[config.mk]
export PLATFORM = sky130hd
export DESIGN_NAME = bmg_sqrt_cell
export DESIGN_NICKNAME = d
export VERILOG_FILES = /design/src/hdl/bmg_pkg.sv /design/src/hdl/bmg_sqrt_cell.sv
export SDC_FILE = /design/constraint.sdc
export NUM_CORES = 1
export LEC_CHECK = 0
export BUFFER_PORTS_ARGS = -buffer_cell sky130_fd_sc_hd__buf_4
export CORE_MARGIN = 3
export CORE_UTILIZATION = 52
export CTS_CLUSTER_SIZE = 40
export DETAILED_ROUTE_END_ITERATION = 8
export MAX_ROUTING_LAYER = met4
export PLACE_DENSITY_LB_ADDON = 0.08
export SLEW_MARGIN = 30
export SYNTH_ARGS = -nofsm -noshare
export SYNTH_HDL_FRONTEND = slang
export SYNTH_SLANG_ARGS = --single-unit
[constraint.sdc]
create_clock -name clk -period 9.35 [get_ports clk]
set_clock_uncertainty 0.15 [all_clocks]
set_input_delay 1.87 -clock clk [delete_from_list [all_inputs] [get_ports clk]]
set_output_delay 1.87 -clock clk [all_outputs]
set_load 0.03 [all_outputs]
[src/hdl/bmg_pkg.sv]
// Shared types, constants and tables for the Box-Muller Gaussian pair core.
// No dependencies.
`timescale 1ns / 1ps

package bmg_pkg;

  localparam int NORM_STAGES  = 6;
  localparam int LOG_STEPS    = 56;
  localparam int SQRT_STEPS   = 31;
  localparam int CORDIC_STEPS = 31;
  localparam int MANT_W       = 63;
  localparam int LZ_W         = 6;
  localparam int T_W          = 62;
  localparam int REM_W        = 35;
  localparam int ROOT_W       = 31;
  localparam int TRIG_W       = 34;

  localparam logic [63:0] LN2_Q64   = 64'hB17217F7D1CF79AC;
  localparam logic [63:0] TWOPI_Q61 = 64'hC90FDAA22168C235;
  localparam logic signed [TRIG_W-1:0] CORDIC_GAIN = 34'sh26DD3B6A;

  typedef struct packed {
    logic [MANT_W-1:0]    m;
    logic [LOG_STEPS-1:0] f;
    logic [LZ_W-1:0]      z;
  } log_t;

  typedef struct packed {
    logic [T_W-1:0]    x;
    logic [REM_W-1:0]  rem;
    logic [ROOT_W-1:0] root;
  } sqrt_t;

  typedef struct packed {
    logic signed [TRIG_W-1:0] x;
    logic signed [TRIG_W-1:0] y;
    logic signed [TRIG_W-1:0] z;
  } cordic_t;

  function automatic logic signed [TRIG_W-1:0] atan_q30(input int i);
    logic signed [TRIG_W-1:0] a;
    unique case (i)
      0:  a = 34'sh3243F6A8;
      1:  a = 34'sh1DAC6705;
      2:  a = 34'sh0FADBAFC;
      3:  a = 34'sh07F56EA6;
      4:  a = 34'sh03FEAB76;
      5:  a = 34'sh01FFD55B;
      6:  a = 34'sh00FFFAAA;
      7:  a = 34'sh007FFF55;
      8:  a = 34'sh003FFFEA;
      9:  a = 34'sh001FFFFD;
      10: a = 34'sh000FFFFF;
      11: a = 34'sh0007FFFF;
      12: a = 34'sh0003FFFF;
      13: a = 34'sh0001FFFF;
      14: a = 34'sh0000FFFF;
      15: a = 34'sh00007FFF;
      16: a = 34'sh00003FFF;
      17: a = 34'sh00001FFF;
      18: a = 34'sh00000FFF;
      19: a = 34'sh000007FF;
      20: a = 34'sh000003FF;
      21: a = 34'sh000001FF;
      22: a = 34'sh000000FF;
      23: a = 34'sh0000007F;
      24: a = 34'sh0000003F;
      25: a = 34'sh0000001F;
      26: a = 34'sh0000000F;
      27: a = 34'sh00000008;
      28: a = 34'sh00000004;
      29: a = 34'sh00000002;
      30: a = 34'sh00000001;
      default: a = '0;
    endcase
    return a;
  endfunction

endpackage

[src/hdl/bmg_sqrt_cell.sv]
// One digit step of the integer square root: two radicand bits in, one root bit out.
// Depends on bmg_pkg.
`timescale 1ns / 1ps

module bmg_sqrt_cell
  import bmg_pkg::*;
(
  input  logic  clk,
  input  logic  en,
  input  sqrt_t d_i,
  output sqrt_t d_o
);

  sqrt_t            d_r, d_nxt;
  logic [REM_W-1:0] rem_t, trial;
  logic             ge;

  always_comb begin
    rem_t       = {d_i.rem[REM_W-3:0], d_i.x[T_W-1:T_W-2]};
    trial       = {{(REM_W-ROOT_W-2){1'b0}}, d_i.root, 2'b01};
    ge          = rem_t >= trial;
    d_nxt.rem   = ge ? rem_t - trial : rem_t;
    d_nxt.root  = {d_i.root[ROOT_W-2:0], ge};
    d_nxt.x     = {d_i.x[T_W-3:0], 2'b00};
  end

  always_ff @(posedge clk) begin
    if (en) begin
      d_r <= d_nxt;
    end
  end

  assign d_o = d_r;

endmodule

==> flow_summary_export.csv, run 1 <==
group,metric,value,unit
sta,setup_viol_count_final,0,
layout,final_nets,925,
global_routing,grt_pass1_wl,25900,um
routing,drc_errors,0,
synthesis,ys_seq_area_share,61.2,%
routing,vias,4900,
floorplanning,row_count,39,
global_routing,grt_max_degree,85,
cts,htree_levels,4,
floorplanning,die_x,115,um
layout,largest_reg_flops,126,
synthesis,synth_edf_count,126,
run,cap_violations,0,
synthesis,syn_inst,504,
setup_path,cp-end-kind,"register",
floorplanning,coreArea,11500,sq um
routing,vias_per_cell,5.34,
power_and_ir_drop,power_frac_seq,39.2,%
floorplanning,dieArea,13200,sq um
power_and_ir_drop,power_density,207,nW/um^2
hold_path,min_path_cells,1,
sta,tightestPinTransition,0.733,ns
place,post-dp-hpwl,12600,um
sta,finalHoldViolations,0,
power_and_ir_drop,vdd_ir_drop_max,120,uV
power_and_ir_drop,p_int,0.00128,W
routing,first_iter_violations,559,
synthesis,ys_ff_latch,126,
global_routing,antenna_found_initial,0,
power_and_ir_drop,pwr-share-clk,36.8,%
synthesis,synthesis.area,6190,sq um
setup_path,worst_ep_arrival_time,4.65,ns
hold_path,hold_class,"in2reg",
power_and_ir_drop,p_switching,0.000532,W
cts,cts_resized,0,
global_routing,grt_usage,26.4,%
sta,rsz0062_at_grt,"false",
cts,post_cts_buffers,0,
cts,cts.clk_slew.worst_paths,0.06,ns
status,outcome,"finished, final reports clean",
cts,cts_buffers,17,
layout,area_growth,42.0,%
layout,drive_gt1_share,38.8,%
layout,n_fill_cell,785,
floorplanning,die_y,115,um
setup_path,start_kind,"input port",
cts,clk_path_buf_depth,2,
synthesis,avgSynthCellArea,12.3,sq um
routing,ant_nets,0,
setup_path,crit_fanout,35,
cts,cts-hold-fix-buffers,0,
sta,maxSlewViolCount,0,
layout,diodes,0,
synthesis,ys.flop_type,"edfxtp_1",
setup_path,crit_required,9.36,ns
sta,fin_tns_setup,0,ns
cts,cts_tree,"built",
power_and_ir_drop,p_leak,3.83,nW
routing,firstDrtPassIters,7,
global_routing,overflow,0,
synthesis,yosysWarningCount,0,
routing,wl,17200,um
place,port_buffers,253,
sta,min_period,4.65,ns
sta,whs,1.47,ns
cts,clock_sinks,126,
floorplanning,ioPinCount,258,
power_and_ir_drop,comb_power_share,24.0,%
sta,fmax,0.215,GHz
global_routing,grt_pass1_vias,4854,
synthesis,async_flop_share,0,%
hold_path,hold_path_end,"d_o[77]$_DFFE_PP_",
synthesis,synth_cell_type_count,58,
power_and_ir_drop,swShare,29.3,%
floorplanning,start_util,53.7,%
sta,post-route-period-util,49.7,%
place,gp_congestion,0.851,
sta,relSlewSlack,51.1,%
setup_path,critPathKind,"in2reg",
hold_path,hp-start,"d_i[75]",
cts,root_buffer,"clkbuf_16",
routing,post_drt_wl_per_cell,18.7,um
==> routing by layer <==
layer	wire, um	vias up	GRT usage, %
met3	1400	34	7.47
met2	8610	225	43.6
li1	-	2380	-
met5	0	-	-
met1	6740	2261	30.5
met4	444	0	10.4
==> cells in the mapped netlist, types with 3 or more instances <==
cell / n / area share [%]
nand2b_1: 5 / 0.51
o21a_1: 4 / 0.49
o211ai_1: 6 / 0.73
o31ai_1: 4 / 0.49
o21ai_1: 15 / 1.2
nor2_1: 31 / 1.9
clkbuf_1: 10 / 0.61
edfxtp_1: 126 / 61
o21bai_1: 3 / 0.36
and3_1: 4 / 0.40
nor3_1: 13 / 1.1
nor2b_1: 4 / 0.40
inv_1: 37 / 2.2
a21o_1: 9 / 1.1
o21ai_0: 15 / 1.2
ha_1: 33 / 6.7
nand2_1: 44 / 2.7
a21oi_1: 45 / 3.6
nand3_1: 10 / 0.81
nand4_1: 6 / 0.61
and2_1: 3 / 0.30
buf_4: 4 / 0.49
xnor2_1: 17 / 2.4
xor2_1: 13 / 1.8
==> worst max-delay path by stage <==
stage / start / endpoint / slack [ns] / cells after the start
global placement: d_i[22] / d_o[64]$_DFFE_PP_ / 4.36 / 12
floorplan: d_i[15] / d_o[65]$_DFFE_PP_ / 4.99 / 10
CTS: d_i[22] / d_o[64]$_DFFE_PP_ / 4.74 / 12
finish: d_i[22] / d_o[64]$_DFFE_PP_ / 4.70 / 12
global route: d_i[22] / d_o[64]$_DFFE_PP_ / 4.46 / 12
detailed placement: d_i[22] / d_o[64]$_DFFE_PP_ / 4.32 / 12
==> final cells by class <==
class	instances	area, sq um	share of cell area (%)
clock buffer	18	429	4.88
clock inverter	14	166	1.89
inverter	39	146	1.67
multi-input combinational	323	2170	24.6
sequential	126	3780	43.1
tap	143	179	2.04
timing repair buffer	255	1920	21.8
==> through the flow <==
stage          total power, W  util [%]  instances  worst slack, ns  instance area, sq um
2_1_floorplan        0.000980         -        505             4.99                  6190
3_3_place_gp          0.00115      71.1        886             4.36                  8190
3_5_place_dp          0.00116      71.1        886             4.32                  8190
4_1_cts               0.00183      76.3        918             4.74                  8780
5_1_grt               0.00188      76.3        918             4.46                  8790
6_report              0.00182      76.3        918             4.70                  8790
==> critical path, stage by stage <==
cell and delay [ns]:
buf_4 0.08, inv_1 0.03, ha_1 0.45, nand4_2 0.18, nor3_1 0.51, nand4_1 0.24, a21oi_1 0.20, nor2_1 0.06
a21boi_4 0.14, inv_2 0.45, o311ai_1 0.25, xnor2_1 0.17
==> kinds of logic after synthesis <==
logic type | after synthesis | share of synthesized area (%)
AND/OR/NAND/NOR | 129 | 9.93
AO/OA/AOI/OAI | 128 | 13.9
flip-flops | 126 | 61.2
buffers and inverters | 56 | 3.90
adder cells (fa/ha/maj) | 33 | 6.67
XOR/XNOR | 30 | 4.25
other | 1 | 0.0606
multiplexers | 1 | 0.182
==> power by group through the flow <==
stage | combinational [W] | sequential [W] | clock [W]
5_1_grt | 0.000467 | 0.000716 | 0.000700
6_report | 0.000436 | 0.000711 | 0.000669
4_1_cts | 0.000437 | 0.000712 | 0.000679
3_5_place_dp | 0.000434 | 0.000721 | 0
2_1_floorplan | 0.000142 | 0.000839 | 0
3_3_place_gp | 0.000428 | 0.000719 | 0
==> cells in the final DEF, fill, tap and decap left out, drive strengths merged, types with 4 or more instances in the layout <==
cell type and count:
buf 255, edfxtp 126, a21oi 46, nand2 44, inv 42, ha 33
nor2 32, o21ai 31, clkbuf 18, xnor2 17, nor3 13, xor2 13
nand3 10, a21o 10, nand4 7, o211ai 6, o31ai 6, nand2b 5
o21a 4, and3 4, nor2b 4, clkinvlp 4, clkinv 4
Note: power is estimated with default switching activity, not from simulation.
==> inputs of run 2 (changes only) <==
- ABC_AREA: unset -> 1
- CORE_UTILIZATION: 52 -> 45
- clock period: 9.35 -> 3.8 ns (I/O delays scaled with it)
==> run 2 against run 1 <==
Setup slack got worse by 3.6 ns. Sequential share of layout area shrank 4.2 points. Utilization fell by 10 points. Total power rose to 2.6 times the previous value. Cell count increased by 39%. Via count up 22%. Count of clock-buffer cells in the layout is the same. Clock power grew to 2.7 times the previous value. Worst hold slack worse by 1.1 ns. Synthesized cell count rose by 61%. Sequential power is 140% higher. Critical path depth increased by 1. Highest routed layer unchanged.
==> flow_summary_export.csv, run 2 <==
group,metric,value,unit
routing,wl_met1,8580,um
status,outcome,"finished, final reports clean",
sta,maxSlewViolCount,0,
routing,firstDrtPassIters,5,
floorplanning,row_count,44,
cts,root_buffer,"clkbuf_16",
layout,largest_reg_flops,126,
hold_path,hold_path_end,"d_o[120]$_DFFE_PP_",
layout,stdcell_count,1277,
floorplanning,ioPinCount,258,
sta,relSlewSlack,56.6,%
place,post-dp-hpwl,15900,um
cts,cts.clk_slew.worst_paths,0.06,ns
cts,htree_levels,4,
setup_path,crit_fanout,19,
hold_path,min_path_cells,1,
cts,clock_sinks,126,
place,port_buffers,253,
global_routing,grt_max_degree,50,
routing,first_iter_violations,402,
power_and_ir_drop,vdd_ir_drop_max,268,uV
layout,stdcell_area,9750,sq um
layout,diodes,0,
sta,rsz0062_at_grt,"false",
sta,setup_viol_count_final,0,
synthesis,synth.area.top_cells,"edfxtp_1, nand2_1, inv_1",
floorplanning,start_util,47.0,%
routing,vias_per_cell,4.69,
layout,n_fill_cell,1284,
place,gp_congestion,0.935,
synthesis,ys.flop_type,"edfxtp_1",
setup_path,start_kind,"input port",
setup_path,critPathKind,"in2reg",
routing,wl,20100,um
synthesis,yosysWarningCount,0,
cts,clk_path_buf_depth,2,
setup_path,worst_ep_arrival_time,2.75,ns
synthesis,avgSynthCellArea,8.60,sq um
routing,ant_nets,0,
synthesis,synth_common_cells,"nand2_1, inv_1, edfxtp_1, nor2_1, nand3_1",
cts,cts_tree,"built",
setup_path,crit_required,3.82,ns
routing,highest_layer,"met4",
sta,finalHoldViolations,0,
floorplanning,coreArea,14800,sq um
synthesis,syn_inst,810,
place,placedCellCount,1245,
layout,area_growth,40.0,%
synthesis,yosys.cell_count.top_type,"nand2_1",
global_routing,antenna_found_initial,0,
synthesis,yosysTopAreaCell,"edfxtp_1",
setup_path,cp-end-kind,"register",
layout,regArea,3780,sq um
synthesis,synth_cell_type_count,27,
routing,drc_errors,0,
synthesis,synth_edf_count,126,
layout,drive_gt1_share,27.5,%
global_routing,overflow,0,
hold_path,hp-start,"d_i[118]",
place,dp_slack,0.614,ns
routing,post_drt_wl_per_cell,15.8,um
floorplanning,die_x,130,um
sta,fin_tns_setup,0,ns
cts,cts_resized,0,
power_and_ir_drop,power_density,481,nW/um^2
power_and_ir_drop,p_leak,4.97,nW
global_routing,grt_pass1_vias,5809,
hold_path,hold_class,"in2reg",
cts,post_cts_buffers,0,
routing,wl_met2,9570,um
global_routing,grt_pass1_wl,30600,um
run,cap_violations,0,
synthesis,ys_ff_latch,126,
sta,min_period,2.73,ns
synthesis,synthesis.area,6960,sq um
place,place_area,9090,sq um
global_routing,grt_usage,24.4,%
sta,worst_slack,1.07,ns
cts,cts-hold-fix-buffers,0,
sta,whs,0.366,ns
floorplanning,dieArea,17000,sq um
layout,final_cell_mix,"nand2_1, buf_4, inv_1",
sta,tightestPinTransition,0.652,ns
synthesis,ys_seq_area_share,54.3,%
sta,post-route-period-util,71.9,%
cts,cts_buffers,17,
layout,multi_input_area,2560,sq um
sta,fmax,0.366,GHz
synthesis,synth_top_area_share,54.3,%
layout,final_common_cell,"nand2_1",
routing,wl_met3,1550,um
layout,final_nets,1243,
floorplanning,die_y,130,um
routing,vias,5990,
synthesis,async_flop_share,0,%
## run 2: changes by cell type after synthesis, sizes merged, moves of 16 or more
cell / before / now
a21oi: 46 / 28
xnor2: 17 / 1
nor2: 32 / 56
o21ai: 31 / 6
inv: 39 / 146
nand2: 44 / 327
nand3: 10 / 36
## run 2: final cells by class
cell class / count / area share (%)
clock buffer: 18 / 4.40
sequential: 126 / 38.8
timing repair buffer: 258 / 20.1
multi-input combinational: 530 / 26.3
tap: 184 / 2.36
inverter: 147 / 5.66
clock inverter: 14 / 2.36
## run 2: per-stage QoR
stage / power [W] / util (%)
after floorplan: 0.00243 / -
after global placement: 0.00288 / 61.4
after detailed placement: 0.00289 / 61.4
after CTS: 0.00472 / 65.8
after global routing: 0.00489 / 65.8
final: 0.00469 / 65.8
## run 2: power by group
group / internal (W) / switching, W
logic: 0.000412 / 0.000714
registers: 0.00170 / 0.0000350
clock network: 0.00118 / 0.000645
## run 2: per-layer routing
metal	vias up	global-route usage, %
li1	3100	-
met1	2665	29.6
met2	198	40.4
met3	27	6.10
met4	0	7.56
met5	-	-
## run 2: worst max path at each step
stage               startpoint           endpoint  slack (ns)  depth (start not counted)
detailed placement     d_i[15]  d_o[32]$_DFFE_PP_        0.61                         13
floorplan              d_i[12]  d_o[62]$_DFFE_PP_        1.24                         14
finish                 d_i[15]  d_o[32]$_DFFE_PP_        1.07                         13
CTS                    d_i[15]  d_o[32]$_DFFE_PP_        1.05                         13
global route           d_i[12]  d_o[32]$_DFFE_PP_        0.86                         13
global placement       d_i[16]  d_o[32]$_DFFE_PP_        0.63                         13
## run 2: kinds of logic after synthesis
kind of cell               share of synthesized area (%)
other                                             0.0539
AOI/OAI and AO/OA                                   2.77
buffers and inverters                               8.95
xor gates and xnor gates                            2.14
DFF                                                 54.3
adders and majority gates                           5.93
and+or+nand+nor                                     25.8
## run 2: worst max-delay path, stage by stage
cell      delay [ns]
buf_4           0.09
inv_1           0.04
ha_1            0.34
nand2_1         0.14
nor2_2          0.20
nand2_1         0.10
clkinv_1        0.06
nand4_1         0.07
nand3_1         0.19
nand3_2         0.11
nand2_4         0.21
buf_4           0.31
o21ai_0         0.11
==> inputs of run 3 (changes only) <==
- ABC_AREA: 1 -> 0
- CORE_UTILIZATION: 45 -> 44
- clock period: 3.8 -> 2.2 ns (I/O delays scaled with it)
==> run 3 against run 2 <==
Cell count shrank 14%. Sequential cell count did not move. Via count shrank 5.6%. The flow now finishes with violations (setup timing). Utilization increased by 16 points. Routed wire length up 4.0%. Worst hold slack lost 0.32 ns.
==> flow_summary_export.csv, run 3 (synthesis results as in run 1) <==
group,metric,value,unit
floorplanning,row_count,42,
layout,largest_reg_flops,126,
sta,tightestPinTransition,0.518,ns
place,gp_congestion,0.893,
sta,setup_viol_count_final,36,
global_routing,grt_max_degree,40,
layout,stdcell_count,1097,
sta,whs,0.0469,ns
cts,clk_path_buf_depth,2,
global_routing,overflow,0,
global_routing,grt-busiest-layer,"met2",
setup_path,critical_path.top_delay_family,"compound AO/OA/AOI/OAI gates",
sta,maxSlewViolCount,0,
cts,cts.clk_slew.worst_paths,0.06,ns
floorplanning,dieArea,15500,sq um
global_routing,use_met2,45.4,%
hold_path,hold_class,"in2reg",
place,placedCellCount,1040,
setup_path,crit_fanout,3,
cts,clock_sinks,126,
routing,firstDrtPassIters,5,
floorplanning,ioPinCount,258,
sta,rsz0062_at_grt,"true",
routing,vias_per_cell,5.15,
routing,post_drt_wl_per_cell,19.1,um
layout,diodes,0,
global_routing,grt_pass1_wl,30400,um
layout,n_fill_cell,775,
floorplanning,die_x,125,um
sta,relSlewSlack,65.1,%
layout,area_growth,79.0,%
global_routing,use_met3,7.76,%
layout,final_cell_mix,"buf_4, edfxtp_1, nand2_1",
floorplanning,start_util,45.8,%
setup_path,critPathKind,"in2reg",
layout,final_common_cell,"buf_4",
global_routing,met1_usage,28.1,%
global_routing,grt_pass1_vias,5673,
sta,worst_slack,-0.263,ns
routing,vias,5653,
power_and_ir_drop,power,0.00844,W
sta,min_period,2.46,ns
setup_path,cp-end-kind,"register",
routing,drc_errors,0,
routing,ant_nets,0,
setup_path,crit_required,2.21,ns
sta,fmax,0.406,GHz
setup_path,worst_ep_arrival_time,2.47,ns
layout,regArea,3780,sq um
cts,htree_levels,4,
cts,root_buffer,"clkbuf_16",
layout,drive_gt1_share,63.6,%
sta,fin_tns_setup,-6.85,ns
power_and_ir_drop,p_leak,4.74,nW
setup_path,start_kind,"input port",
sta,finalHoldViolations,0,
layout,final_nets,1071,
cts,cts_tree,"built",
run,cap_violations,0,
floorplanning,die_y,125,um
place,port_buffers,253,
cts,cts_buffers,17,
setup_path,cp_slowest_cell,"a221oi_4",
place,post-dp-hpwl,15200,um
routing,wl,20900,um
cts,cts-hold-fix-buffers,0,
setup_path,path_cells,"buf_6, ha_4, and2_4, a221oi_4, buf_4, nand3b_1, a32oi_2, o211a_4, buf_6, xor2_1, a21oi_1",
power_and_ir_drop,power_density,762,nW/um^2
global_routing,grt_usage,25.7,%
layout,multi_input_area,3040,sq um
setup_path,critPathBufInv,3,
setup_path,crit_path_max_incr_delay,0.33,ns
power_and_ir_drop,vdd_ir_drop_max,480,uV
sta,post-route-period-util,112,%
status,outcome,"complete, but fails checks",
floorplanning,coreArea,13500,sq um
routing,first_iter_violations,328,
global_routing,antenna_found_initial,0,
setup_path,crit_top_cell,"buf_6",
status,violations,"setup timing",
[run 3: per-stage QoR]
stage	area [sq um]	util [%]	setup slack (ns)
after floorplan	6550	-	-0.505
after global placement	9520	70.5	-0.683
after detailed placement	9520	70.5	-0.720
after CTS	10300	76.6	-0.197
after global routing	11100	82.0	-0.341
final	11100	82.0	-0.263
[run 3: final timing paths]
kind | start | endpoint | slack (ns) | depth (start not counted)
worst max-delay path | d_i[38] | d_o[56]$_DFFE_PP_ | -0.26 | 11
worst min-delay path | d_i[88] | d_o[90]$_DFFE_PP_ | 0.05 | 1
[run 3: area by class of cell]
| class | count | area share (%) |
|---|---|---|
| sequential | 126 | 34.2 |
| inverter | 39 | 1.52 |
| clock inverter | 15 | 1.50 |
| clock buffer | 17 | 3.84 |
| timing repair buffer | 401 | 29.6 |
| tap | 176 | 1.99 |
| multi-input combinational | 323 | 27.4 |
[run 3: what timing repair did]
item | 4_1_cts | 5_1_grt
pin swaps | 26 | 26
endpoints found under the setup margin | 36 | 36
buffers inserted | 5 | 16
resized for setup | 51 | 114
gates cloned | 1 | 3
[run 3: power by group]
group	leakage [nW]	internal [W]	switching, W	total, W
Clock	0.285	0.00177	0.00106	0.00283
Combinational	3.22	0.00121	0.00139	0.00259
Sequential	1.23	0.00295	0.0000727	0.00302
[run 3: metal layers]
| layer | routed length [um] | vias to the layer above |
|---|---|---|
| met5 | 0 | - |
| met4 | 444 | 0 |
| met3 | 1360 | 32 |
| met2 | 11200 | 223 |
| met1 | 7960 | 2737 |
| li1 | - | 2661 |
